**src/sv/lru_keyed_result_cache_assert.svh**
```systemverilog
// ----------------------------------------------------------------------------
// LRU keyed result cache assertion macros
// Concurrent property wrappers shared by the cache RTL.
// ----------------------------------------------------------------------------
`ifndef LRU_KEYED_RESULT_CACHE_ASSERT_SVH
`define LRU_KEYED_RESULT_CACHE_ASSERT_SVH

// same-cycle implication
`define LKRC_ASSERT_IMP(label, clk, rst_n, ante, cons) \
    label: assert property (@(posedge clk) disable iff (!rst_n) (ante) |-> (cons)) \
        else $error("lkrc assertion failed");

// next-cycle implication
`define LKRC_ASSERT_NXT(label, clk, rst_n, ante, cons) \
    label: assert property (@(posedge clk) disable iff (!rst_n) (ante) |=> (cons)) \
        else $error("lkrc assertion failed");

`endif

```
**src/sv/lkrc_pkg.sv**
```systemverilog
`timescale 1ns / 1ps
// ----------------------------------------------------------------------------
// LRU keyed result cache package
// Shared sizes, operation codes and control structs.
// ----------------------------------------------------------------------------
package lkrc_pkg;

    localparam int CAPACITY    = 16;
    localparam int KEY_WIDTH   = 64;
    localparam int VALUE_WIDTH = 32;
    localparam int LIMIT_W     = 5;
    localparam int MODE_W      = 2;

    localparam logic [LIMIT_W-1:0] LIMIT_RESET = 5'd16;

    localparam logic [MODE_W-1:0] MODE_FIND   = 2'd0;
    localparam logic [MODE_W-1:0] MODE_INSERT = 2'd1;
    localparam logic [MODE_W-1:0] MODE_CLEAR  = 2'd2;

    typedef struct packed {
        logic              start;
        logic              take;
        logic [MODE_W-1:0] mode;
    } t_eng_ctl;

    typedef struct packed {
        logic idle;
        logic done;
        logic hit;
    } t_eng_stat;

endpackage

```
**src/sv/lkrc_ram.sv**
```systemverilog
`timescale 1ns / 1ps
// ----------------------------------------------------------------------------
// LRU keyed result cache RAM
// Simple dual-port RAM, one write and one registered read per cycle.
// ----------------------------------------------------------------------------
module lkrc_ram #(
    parameter int WIDTH = 8,
    parameter int DEPTH = 16,
    localparam int AW   = (DEPTH > 1) ? $clog2(DEPTH) : 1
) (
    input  logic             i_clk,
    input  logic             i_we,
    input  logic [AW-1:0]    i_waddr,
    input  logic [WIDTH-1:0] i_wdata,
    input  logic [AW-1:0]    i_raddr,
    output logic [WIDTH-1:0] o_rdata
);

    logic [WIDTH-1:0] r_mem [DEPTH];
    logic [WIDTH-1:0] r_rdata;

    always_ff @(posedge i_clk) begin
        if (i_we) begin
            r_mem[i_waddr] <= i_wdata;
        end
        r_rdata <= r_mem[i_raddr];
    end

    assign o_rdata = r_rdata;

endmodule

```
**src/sv/lkrc_engine.sv**
```systemverilog
`timescale 1ns / 1ps
// ----------------------------------------------------------------------------
// LRU keyed result cache engine
// Search pass and read-modify-write recency pass over the entry memory.
// ----------------------------------------------------------------------------
module lkrc_engine #(
    parameter int CAPACITY    = lkrc_pkg::CAPACITY,
    parameter int KEY_WIDTH   = lkrc_pkg::KEY_WIDTH,
    parameter int VALUE_WIDTH = lkrc_pkg::VALUE_WIDTH,
    localparam int CNT_W      = $clog2(CAPACITY + 1)
) (
    input  logic                         i_clk,
    input  logic                         i_rst_n,
    input  lkrc_pkg::t_eng_ctl           i_ctl,
    input  logic [KEY_WIDTH-1:0]         i_key,
    input  logic [VALUE_WIDTH-1:0]       i_value,
    input  logic [lkrc_pkg::LIMIT_W-1:0] i_limit,
    output lkrc_pkg::t_eng_stat          o_stat,
    output logic [VALUE_WIDTH-1:0]       o_value,
    output logic [CNT_W-1:0]             o_count
);

    localparam int IDX_W  = (CAPACITY > 1) ? $clog2(CAPACITY) : 1;
    localparam int RANK_W = IDX_W;
    localparam int RW1    = RANK_W + 1;
    localparam int DW     = KEY_WIDTH + VALUE_WIDTH + RANK_W;
    localparam int EW     = (lkrc_pkg::LIMIT_W > CNT_W) ? lkrc_pkg::LIMIT_W : CNT_W;

    localparam logic [IDX_W-1:0]  LAST_IDX = IDX_W'(CAPACITY - 1);
    localparam logic [RANK_W-1:0] OLD_RANK = RANK_W'(CAPACITY - 1);
    localparam logic [IDX_W:0]    CAP_IDX  = (IDX_W + 1)'(CAPACITY);

    localparam logic [1:0] ST_IDLE = 2'd0;
    localparam logic [1:0] ST_SCAN = 2'd1;
    localparam logic [1:0] ST_UPD  = 2'd2;
    localparam logic [1:0] ST_DONE = 2'd3;

    logic [1:0]                    r_state, n_state;
    logic [IDX_W:0]                r_cnt, n_cnt;
    logic                          r_rvld, n_rvld;
    logic [IDX_W-1:0]              r_ridx, n_ridx;
    logic [CAPACITY-1:0]           r_valid, n_valid;
    logic [CNT_W-1:0]              r_count, n_count;
    logic                          r_hit, n_hit;
    logic [lkrc_pkg::MODE_W-1:0]   r_mode, n_mode;
    logic [KEY_WIDTH-1:0]          r_key, n_key;
    logic [VALUE_WIDTH-1:0]        r_val, n_val;
    logic [IDX_W-1:0]              r_slot, n_slot;
    logic [RANK_W-1:0]             r_rank, n_rank;
    logic [VALUE_WIDTH-1:0]        r_hval, n_hval;
    logic                          r_have_free, n_have_free;
    logic [IDX_W-1:0]              r_free, n_free;
    logic [IDX_W-1:0]              r_old, n_old;

    logic                          rd_issue;
    logic [IDX_W-1:0]              mem_raddr;
    logic                          mem_we;
    logic [DW-1:0]                 mem_wdata;
    logic [DW-1:0]                 mem_rdata;
    logic [KEY_WIDTH-1:0]          d_key;
    logic [VALUE_WIDTH-1:0]        d_val;
    logic [RANK_W-1:0]             d_rank;
    logic [KEY_WIDTH-1:0]          w_key;
    logic [VALUE_WIDTH-1:0]        w_val;
    logic [RANK_W-1:0]             w_rank;
    logic                          inc;
    logic [RW1-1:0]                next_rank;
    logic [EW-1:0]                 lim_ext;
    logic [EW-1:0]                 cap_ext;
    logic [CNT_W-1:0]              eff_lim;
    logic [CNT_W-1:0]              base_count;

    lkrc_ram #(
        .WIDTH (DW),
        .DEPTH (CAPACITY)
    ) u_ram (
        .i_clk   (i_clk),
        .i_we    (mem_we),
        .i_waddr (r_ridx),
        .i_wdata (mem_wdata),
        .i_raddr (mem_raddr),
        .o_rdata (mem_rdata)
    );

    assign d_key  = mem_rdata[DW-1 -: KEY_WIDTH];
    assign d_val  = mem_rdata[RANK_W +: VALUE_WIDTH];
    assign d_rank = mem_rdata[RANK_W-1:0];

    assign lim_ext = EW'(i_limit);
    assign cap_ext = EW'(CAPACITY);

    always_comb begin
        if (lim_ext == '0) begin
            eff_lim = CNT_W'(1);
        end else if (lim_ext > cap_ext) begin
            eff_lim = CNT_W'(CAPACITY);
        end else begin
            eff_lim = CNT_W'(lim_ext);
        end
    end

    assign base_count = r_hit ? r_count :
                        (r_count == CNT_W'(CAPACITY)) ? r_count : r_count + CNT_W'(1);

    assign rd_issue  = ((r_state == ST_SCAN) || (r_state == ST_UPD)) && (r_cnt < CAP_IDX);
    assign mem_raddr = r_cnt[IDX_W-1:0];

    assign inc       = ((r_mode == lkrc_pkg::MODE_INSERT) && !r_hit) || (d_rank < r_rank);
    assign next_rank = RW1'(d_rank) + RW1'(inc);

    always_comb begin
        if (r_ridx == r_slot) begin
            w_key  = r_key;
            w_val  = (r_mode == lkrc_pkg::MODE_FIND) ? d_val : r_val;
            w_rank = '0;
        end else begin
            w_key  = d_key;
            w_val  = d_val;
            w_rank = next_rank[RANK_W-1:0];
        end
    end

    assign mem_wdata = {w_key, w_val, w_rank};
    assign mem_we    = (r_state == ST_UPD) && r_rvld;

    always_comb begin
        n_state     = r_state;
        n_cnt       = r_cnt;
        n_rvld      = rd_issue;
        n_ridx      = mem_raddr;
        n_valid     = r_valid;
        n_count     = r_count;
        n_hit       = r_hit;
        n_mode      = r_mode;
        n_key       = r_key;
        n_val       = r_val;
        n_slot      = r_slot;
        n_rank      = r_rank;
        n_hval      = r_hval;
        n_have_free = r_have_free;
        n_free      = r_free;
        n_old       = r_old;

        if (rd_issue) begin
            n_cnt = r_cnt + (IDX_W + 1)'(1);
        end

        unique case (r_state)
            ST_IDLE: begin
                if (i_ctl.start) begin
                    n_mode      = i_ctl.mode;
                    n_key       = i_key;
                    n_val       = i_value;
                    n_hit       = 1'b0;
                    n_have_free = 1'b0;
                    n_cnt       = '0;
                    unique case (i_ctl.mode) inside
                        lkrc_pkg::MODE_FIND, lkrc_pkg::MODE_INSERT: begin
                            n_state = ST_SCAN;
                        end
                        lkrc_pkg::MODE_CLEAR: begin
                            n_valid = '0;
                            n_count = '0;
                            n_state = ST_DONE;
                        end
                        default: begin
                            n_state = ST_DONE;
                        end
                    endcase
                end
            end
            ST_SCAN: begin
                if (r_rvld) begin
                    if (r_valid[r_ridx] && (d_key == r_key) && !r_hit) begin
                        n_hit  = 1'b1;
                        n_slot = r_ridx;
                        n_rank = d_rank;
                        n_hval = d_val;
                    end
                    if (!r_valid[r_ridx] && !r_have_free) begin
                        n_have_free = 1'b1;
                        n_free      = r_ridx;
                    end
                    if (r_valid[r_ridx] && (d_rank == OLD_RANK)) begin
                        n_old = r_ridx;
                    end
                    if (r_ridx == LAST_IDX) begin
                        n_cnt = '0;
                        if ((r_mode == lkrc_pkg::MODE_FIND) && !n_hit) begin
                            n_state = ST_DONE;
                        end else begin
                            n_state = ST_UPD;
                            if (!n_hit) begin
                                n_slot = n_have_free ? n_free : n_old;
                            end
                        end
                    end
                end
            end
            ST_UPD: begin
                if (r_rvld) begin
                    if (r_ridx == r_slot) begin
                        n_valid[r_ridx] = 1'b1;
                    end else if (r_valid[r_ridx] && (r_mode == lkrc_pkg::MODE_INSERT) &&
                                 (next_rank >= RW1'(eff_lim))) begin
                        n_valid[r_ridx] = 1'b0;
                    end
                    if (r_ridx == LAST_IDX) begin
                        n_cnt   = '0;
                        n_state = ST_DONE;
                        if (r_mode == lkrc_pkg::MODE_INSERT) begin
                            n_count = (base_count > eff_lim) ? eff_lim : base_count;
                        end
                    end
                end
            end
            ST_DONE: begin
                if (i_ctl.take) begin
                    n_state = ST_IDLE;
                end
            end
            default: begin
                n_state = ST_IDLE;
            end
        endcase
    end

    always_ff @(posedge i_clk) begin
        if (!i_rst_n) begin
            r_state <= ST_IDLE;
            r_cnt   <= '0;
            r_rvld  <= 1'b0;
            r_valid <= '0;
            r_count <= '0;
            r_hit   <= 1'b0;
        end else begin
            r_state <= n_state;
            r_cnt   <= n_cnt;
            r_rvld  <= n_rvld;
            r_valid <= n_valid;
            r_count <= n_count;
            r_hit   <= n_hit;
        end
    end

    always_ff @(posedge i_clk) begin
        r_ridx      <= n_ridx;
        r_mode      <= n_mode;
        r_key       <= n_key;
        r_val       <= n_val;
        r_slot      <= n_slot;
        r_rank      <= n_rank;
        r_hval      <= n_hval;
        r_have_free <= n_have_free;
        r_free      <= n_free;
        r_old       <= n_old;
    end

    assign o_stat.idle = (r_state == ST_IDLE);
    assign o_stat.done = (r_state == ST_DONE);
    assign o_stat.hit  = r_hit && (r_mode == lkrc_pkg::MODE_FIND);
    assign o_value     = o_stat.hit ? r_hval : '0;
    assign o_count     = r_count;

endmodule

```
**src/sv/lru_keyed_result_cache.sv**
```systemverilog
`timescale 1ns / 1ps
// ----------------------------------------------------------------------------
// LRU keyed result cache
// Fully associative key/value cache with least-recently-used replacement.
// ----------------------------------------------------------------------------
// Requests arrive on the slave stream with the operation in tuser (find,
// insert, clear) and key and value in tdata; each request returns one result
// with the hit flag in tuser and value and occupancy in tdata. Entries live in
// a single-port-read entry memory that an insert or a find hit walks twice,
// once to search and once to rewrite recency ranks; a find miss only searches
// and a clear or unused operation does not walk it. A finished result waits
// in the output register while the next request is taken. The user must write
// the entry limit only while idle; the block does not enforce this. It applies
// at the next insert.
module lru_keyed_result_cache #(
    parameter int CAPACITY    = lkrc_pkg::CAPACITY,
    parameter int KEY_WIDTH   = lkrc_pkg::KEY_WIDTH,
    parameter int VALUE_WIDTH = lkrc_pkg::VALUE_WIDTH,
    localparam int CNT_W      = $clog2(CAPACITY + 1),
    localparam int IN_DW      = ((KEY_WIDTH + VALUE_WIDTH + 7) / 8) * 8,
    localparam int OUT_DW     = ((VALUE_WIDTH + CNT_W + 7) / 8) * 8
) (
    input  logic                         i_clk,
    input  logic                         i_rst_n,
    input  logic                         i_cfg_wr_en,
    input  logic [lkrc_pkg::LIMIT_W-1:0] i_cfg_wr_data,   // entry_limit
    input  logic                         s_axis_tvalid,
    output logic                         s_axis_tready,
    input  logic [IN_DW-1:0]             s_axis_tdata,    // lookup_key, value_in
    input  logic [lkrc_pkg::MODE_W-1:0]  s_axis_tuser,    // mode
    output logic                         m_axis_tvalid,
    input  logic                         m_axis_tready,
    output logic [OUT_DW-1:0]            m_axis_tdata,    // value_out, occupancy
    output logic                         m_axis_tuser     // hit
);

    logic [lkrc_pkg::LIMIT_W-1:0] r_limit, n_limit;
    logic                         r_m_valid, n_m_valid;
    logic                         r_m_hit;
    logic [VALUE_WIDTH-1:0]       r_m_value;
    logic [CNT_W-1:0]             r_m_occ;

    lkrc_pkg::t_eng_ctl           eng_ctl;
    lkrc_pkg::t_eng_stat          eng_stat;
    logic [VALUE_WIDTH-1:0]       eng_value;
    logic [CNT_W-1:0]             eng_count;
    logic                         w_take;

    assign s_axis_tready = eng_stat.idle;
    assign w_take        = eng_stat.done && (!r_m_valid || m_axis_tready);

    assign eng_ctl.start = s_axis_tvalid && s_axis_tready;
    assign eng_ctl.take  = w_take;
    assign eng_ctl.mode  = s_axis_tuser;

    lkrc_engine #(
        .CAPACITY    (CAPACITY),
        .KEY_WIDTH   (KEY_WIDTH),
        .VALUE_WIDTH (VALUE_WIDTH)
    ) u_engine (
        .i_clk   (i_clk),
        .i_rst_n (i_rst_n),
        .i_ctl   (eng_ctl),
        .i_key   (s_axis_tdata[KEY_WIDTH-1:0]),
        .i_value (s_axis_tdata[KEY_WIDTH +: VALUE_WIDTH]),
        .i_limit (r_limit),
        .o_stat  (eng_stat),
        .o_value (eng_value),
        .o_count (eng_count)
    );

    always_comb begin
        n_limit = i_cfg_wr_en ? i_cfg_wr_data : r_limit;
        if (w_take) begin
            n_m_valid = 1'b1;
        end else if (m_axis_tready) begin
            n_m_valid = 1'b0;
        end else begin
            n_m_valid = r_m_valid;
        end
    end

    always_ff @(posedge i_clk) begin
        if (!i_rst_n) begin
            r_limit   <= lkrc_pkg::LIMIT_RESET;
            r_m_valid <= 1'b0;
        end else begin
            r_limit   <= n_limit;
            r_m_valid <= n_m_valid;
        end
    end

    // hold the result until the sink takes it
    always_ff @(posedge i_clk) begin
        if (w_take) begin
            r_m_hit   <= eng_stat.hit;
            r_m_value <= eng_value;
            r_m_occ   <= eng_count;
        end
    end

    assign m_axis_tvalid = r_m_valid;
    assign m_axis_tuser  = r_m_hit;
    assign m_axis_tdata  = OUT_DW'({r_m_occ, r_m_value});

`include "lru_keyed_result_cache_assert.svh"

    `LKRC_ASSERT_NXT(a_accept_busy, i_clk, i_rst_n, s_axis_tvalid && s_axis_tready, !s_axis_tready)
    `LKRC_ASSERT_NXT(a_take_loads, i_clk, i_rst_n, w_take, m_axis_tvalid)
    `LKRC_ASSERT_IMP(a_occ_range, i_clk, i_rst_n, m_axis_tvalid, r_m_occ <= CNT_W'(CAPACITY))
    `LKRC_ASSERT_IMP(a_hit_occ, i_clk, i_rst_n, m_axis_tvalid && m_axis_tuser, r_m_occ != '0)

endmodule

```
**config.mk**
```make
export PLATFORM = sky130hd
export DESIGN_NAME = lru_keyed_result_cache
export DESIGN_NICKNAME = d
export VERILOG_FILES = /design/src/sv/lkrc_pkg.sv /design/src/sv/lkrc_ram.sv /design/src/sv/lkrc_engine.sv /design/src/sv/lru_keyed_result_cache.sv
export VERILOG_INCLUDE_DIRS = /design/src /design/src/sv
export SDC_FILE = /design/constraint.sdc
export NUM_CORES = 1
export LEC_CHECK = 0
export BUFFER_PORTS_ARGS = -buffer_cell sky130_fd_sc_hd__buf_2
export CAP_MARGIN = 20
export CORE_MARGIN = 10
export CORE_UTILIZATION = 40
export CTS_BUF_LIST = sky130_fd_sc_hd__clkbuf_8 sky130_fd_sc_hd__clkbuf_16
export CTS_CLUSTER_DIAMETER = 150
export CTS_CLUSTER_SIZE = 30
export DETAILED_ROUTE_END_ITERATION = 16
export PLACE_DENSITY = 0.65
export SLEW_MARGIN = 20
export SYNTH_ARGS = -nofsm -noshare
export SYNTH_HDL_FRONTEND = slang
export SYNTH_SLANG_ARGS = --single-unit
```
**constraint.sdc**
```tcl
create_clock -name i_clk -period 20.1 [get_ports i_clk]
set_input_delay 1.005 -clock i_clk [delete_from_list [all_inputs] [get_ports i_clk]]
set_output_delay 1.005 -clock i_clk [all_outputs]
set_load 0.01 [all_outputs]
```
### Word level (Yosys, flattened, before mapping)

Memory sizes are Yosys's and may differ from the RTL's. A register that Yosys moved wholly into a read port is not among the register bits.
Cells that the tools add are included.

* eq/ne operators: 20
* muxes and demuxes: 61
* bitwise operators: 3
* $add $sub $neg: 3
* magnitude comparators: 7
* reductions and logical operators: 38

Operator list (number)
* 16-bit 2-to-1 mux: 5
* 5-bit 2-to-1 mux: 14
* 64-bit equality test: 1
* 32-bit 2-to-1 mux: 2
* 64-bit 2-to-1 mux: 1
* 4-bit 2-to-1 mux: 8
* 16-bit one-hot mux with 2 select lines: 1
* 5-bit one-hot mux with 2 select lines: 2
* 16-bit AND: 1
* 1-bit 2-to-1 mux: 16
* 16-bit inverter: 1
* 16-bit bitwise OR: 1
* 1-bit logical AND: 14
* 2-bit 2-to-1 mux: 7
* 6-bit AND reduction: 2
* 5-bit by 1-bit adder with 5-bit output (second input constant): 2
* 2-bit by 1-bit != test with 1-bit output (second input constant): 5
* 4-bit equality test (second input constant): 2
* 2-bit one-hot mux with 4 select lines: 1
* 2-bit by 1-bit equality test with 1-bit output (second input constant): 3
* 2-bit equality test (second input constant): 3
* 2-bit zero test: 3
* 2-bit != test (second input constant): 3
* 3-bit AND reduction: 2
* other kinds (21): 32

* memories: 1
* bits of input ports: 108
* output and inout port bits: 43
* word-level logic and storage cells: 154
* bits in writable memories: 1600
* register bits: 225

Memories
* u_engine.u_ram.r_mem: depth 16, bits a word 100, read ports 1, clocked after memory_dff 1, wr ports 1, RTL line lkrc_ram.sv:19 `logic [WIDTH-1:0] r_mem [DEPTH];`

### Depth between registers and ports, before layout

* depth in word-level cells: 13
* depth in mapped cells: 17
* mapped depth without buffers: 16

### Cells and area by module

Synthesis repeated with hierarchy kept, for this count alone.

* cells, all modules: 3378
* area, all modules: 72637.2 sq um

By module, submodules not included
* lkrc_ram: cells each 2560, instances 1, sequential area each 50048.0 sq um, area each 61783.0 sq um
* lkrc_engine: cells each 755, instances 1, sequential area each 5094.9 sq um, area each 9450.3 sq um
* lru_keyed_result_cache: cells each 63, instances 1, sequential area each 1261.2 sq um, area each 1403.8 sq um

### Least setup slack after synthesis

OpenSTA, ideal clock, no wires.

* kind: reg-to-reg
* from: reg u_engine.r_ridx[2]
* to: mem u_engine.u_ram.r_mem[4][0] in the netlist's numbering (enable)
* data required time: 19.419 ns
* cell stages (with the launch flop): 6
* clock period less this slack: 8.675 ns
* arrival time: 7.994 ns
* setup time: 0.681 ns
* slack: 11.425 ns
* buffers on the path: 2
* path through: dfxtp_1 -> clkbuf_1 -> clkbuf_1 -> nor2b_1 -> nand3_1 -> nor3_1

RTL lines
* from (decl): RTL line lkrc_engine.sv:41 `logic [IDX_W-1:0] r_ridx, n_ridx;`
* from (signal assigned): RTL line lkrc_engine.sv:247 `r_ridx <= n_ridx;`
* to (decl): RTL line lkrc_ram.sv:19

No word-level cell before the write port.

==> results.json <==
{
  "timing_hold_violations_final": 0,
  "clk_pin_slew_ns": 0.12,
  "hold_slack_ns": 0.4334,
  "fillers": 15110,
  "synthCells": 3164,
  "wl_per_cell_um": 27.91,
  "hold_path_depth": 0,
  "r2r_start": "u_engine.r_cnt[0]$_SDFF_PN0_",
  "place_hpwl_um": 82930,
  "cts_setup_buffers": 0,
  "critical_path_peak_fanout": 43,
  "drv_cap": 0,
  "die-area_mm2": 0.1990,
  "track_usage": 0.1574,
  "vias": 32040,
  "grt_max_degree": 101,
  "netlist_area_mm2": 0.07264,
  "via_per_inst": 5.603,
  "rsz0062_at_grt": "no",
  "ys_ff_latch": 1925,
  "whs_endpoint": "u_engine.r_hval[7]$_DFFE_PP_",
  "seq_area_mm2": 0.05642,
  "p_leak_nw": 23.74,
  "insertion_delay_ns": 0.73,
  "synth_async_sr_flop_share": 0,
  "io_pins": 151,
  "core_area_mm2": 0.1807,
  "worstHoldStart": "u_engine.u_ram.o_rdata[11]$_DFF_P_",
  "cts_tree": "done",
  "synthMuxAreaShare": 0.1751,
  "period_needed_ns": 4.504,
  "post_cts_resized": 0,
  "yosysWarnings": 0,
  "grt-ovfl-total": 0,
  "skew_ns": 0.03887,
  "ant_nets": 0,
  "fin_crit_sh": 0.2241,
  "max_slew_margin": 0.2687,
  "synth-compound-area-share": 0.008802,
  "worstMarginPinSlew_ns": 1.094,
  "postCtsHoldBufs": 0,
  "remaining_drc_errors": 0,
  "reg2reg_depth": 5,
  "hold_path_class": "register to register",
  "fin_nets": 3427,
  "ys.flop_type": "edfxtp_1",
  "port_buffers": 147,
  "synth-edff-count": 1785,
  "cts.sinks": 1925,
  "antenna_found_initial": 11,
  "row_count": 156,
  "routabilityCongestion": 0.7709,
  "synthXorXnorAreaFrac": 0.009043,
  "wl_um": 159600,
  "root_buffer": "clkbuf_16",
  "rrSetupSlack_ns": 15.60,
  "fp.dieH_um": 446.1,
  "synth_cell_types": 57,
  "pwr_density_cell_mw_per_mm2": 104.9,
  "synth_simple_gate_area_frac": 0.01783,
  "fin_tns_setup_ns": 0,
  "syn_to_final_growth_pct": 8.168,
  "grt_pass1_vias": 32410,
  "grt_pass1_wl_um": 232900,
  "synth-adder-area-share": 0.003790,
  "drive_gt1_frac": 0.2800,
  "outcome": "completed",
  "first_pass_iters": 7,
  "synth_top_family_by_area": "multiplexers",
  "worstReg2RegEnd": "u_engine.u_ram.o_rdata[81]$_DFF_P_",
  "critPathRequiredTime_ns": 20.71,
  "crit_type": "register to register",
  "crit_arrival_ns": 5.12,
  "multi_input_area_mm2": 0.01575,
  "numCtsBuffers": 74,
  "chipWidth_um": 446.1,
  "drt_iter0_markers": 3380,
  "start_util": 0.4019,
  "cp-start-kind": "register",
  "clock_path_buffers": 3,
  "cts_htree_levels": 3,
  "syn_avg_cell_area_um2": 22.96,
  "final-setup-viol-count": 0,
  "report.final.slew_viol_count": 0,
  "irDropWorstVdd_mv": 0.06890,
  "cp-end-kind": "register",
  "maxClockFrequency_mhz": 222.0,
  "ys_seq_area_frac": 0.7765
}
==> final cells by class <==
class | count | share of cell area
clock inverters | 51 | 0.003360
flip-flops and latches | 1925 | 0.7181
clock buffers | 75 | 0.02389
well taps | 2370 | 0.03774
multi-input cells | 1074 | 0.2004
inverters | 16 | 0.0008281
diodes | 2 | 0.00006370
repair buffers | 206 | 0.01564
==> metal layers <==
| metal | wire (µm) | global-route usage | vias to the layer above |
|---|---|---|---|
| met4 | 2744 | 0.03431 | 4 |
| li1 | - | - | 13450 |
| met2 | 81580 | 0.2690 | 937 |
| met5 | 27 | 0 | - |
| met1 | 66880 | 0.2183 | 17520 |
| met3 | 8412 | 0.01747 | 131 |
==> worst max-delay path, cell delays in order, from the launching register on <==
cell	delay, ns
dfxtp_4	0.90
buf_4	0.79
buf_4	0.73
buf_4	0.75
mux4_2	0.60
mux4_2	0.48
==> cells in the mapped netlist, types with 22 or more instances <==
library cell,n,area share
dfxtp_1,140,0.039
buf_1,40,0.0021
nor2_1,53,0.0027
xor2_1,33,0.0040
ha_1,22,0.0038
mux4_2,503,0.16
edfxtp_1,1785,0.74
mux2_2,106,0.016
xnor2_1,42,0.0051
and3_1,34,0.0029
a21oi_1,37,0.0025
nand2_1,53,0.0027
clkbuf_1,104,0.0054
==> how the worst max path moves through the flow <==
stage	end	slack, ns	start	cells after the start
floorplan	u_engine.u_ram.r_mem[4][0]$_DFFE_PP_	11.42	u_engine.r_ridx[2]$_DFF_P_	5
finish	u_engine.u_ram.o_rdata[81]$_DFF_P_	15.60	u_engine.r_cnt[0]$_SDFF_PN0_	5
detailed placement	u_engine.u_ram.o_rdata[81]$_DFF_P_	15.38	u_engine.r_cnt[0]$_SDFF_PN0_	5
global placement	u_engine.u_ram.o_rdata[84]$_DFF_P_	15.41	u_engine.r_cnt[0]$_SDFF_PN0_	5
CTS	u_engine.u_ram.o_rdata[81]$_DFF_P_	15.37	u_engine.r_cnt[0]$_SDFF_PN0_	5
global route	u_engine.u_ram.o_rdata[81]$_DFF_P_	15.11	u_engine.r_cnt[0]$_SDFF_PN0_	5
==> through the flow <==
step                setup WS (ns)  std cells  power (W)  area (µm²)  utilization
floorplan                   11.42       3166   0.006018       72640            -
global placement            15.41       5591   0.006450       76410       0.4228
detailed placement          15.38       5591   0.006493       76420       0.4228
CTS                         15.37       5717   0.008313       78560       0.4347
global route                15.11       5719   0.008554       78570       0.4347
finish                      15.60       5719   0.008243       78570       0.4347
==> cells by family (layout without fill, tap and decap cells) <==
logic type | after synthesis | after routing
compound gates | 101 | 101
xor+xnor | 75 | 75
other cells | 1 | 5
flops | 1925 | 1925
simple gates | 245 | 245
mux | 628 | 628
fa+ha+maj | 22 | 22
buf+inv | 167 | 348
==> registers in the layout (all words and copies together), names as in the netlist, 2 cells and up <==
| name | flops |
|---|---|
| u_engine.u_ram.r_mem | 1600 |
| u_engine.u_ram.o_rdata | 100 |
| u_engine.r_key | 64 |
| r_m_value | 32 |
| u_engine.r_hval | 32 |
| u_engine.r_val | 32 |
| u_engine.r_valid | 16 |
| r_limit | 5 |
| r_m_occ | 5 |
| u_engine.o_count | 5 |
| u_engine.r_cnt | 5 |
| u_engine.r_free | 4 |
| u_engine.r_old | 4 |
| u_engine.r_rank | 4 |
| u_engine.r_ridx | 4 |
| u_engine.r_slot | 4 |
| u_engine.r_mode | 2 |
| u_engine.r_state | 2 |
==> layout by cell type, fill, tap and decap left out, types with 5 or more instances in the layout <==
cell | netlist | final
nor2_4 | 0 | 13
ha_1 | 22 | 22
a21oi_1 | 37 | 36
buf_4 | 4 | 55
inv_1 | 15 | 57
edfxtp_1 | 1785 | 1785
mux2i_1 | 18 | 18
clkbuf_16 | 0 | 75
nor2_1 | 53 | 40
and2_1 | 10 | 10
nand3_1 | 9 | 9
mux4_2 | 503 | 503
o211ai_1 | 17 | 17
xor2_1 | 33 | 33
xnor2_1 | 42 | 42
a32oi_1 | 5 | 5
nand2_1 | 53 | 53
nor4_1 | 11 | 10
o21ai_0 | 18 | 18
inv_6 | 0 | 5
nor2b_1 | 16 | 15
buf_2 | 3 | 147
nand4_1 | 21 | 21
nand2b_1 | 8 | 8
and3_1 | 34 | 33
dfxtp_1 | 140 | 135
mux2_2 | 106 | 106
nor3_2 | 0 | 6
==> power breakdown <==
part,switching (W),internal [W]
logic,0.000815,0.000499
clock network,0.00116,0.000699
registers,0.000135,0.00493
No activity file was read; power rests on OpenSTA's default activity.
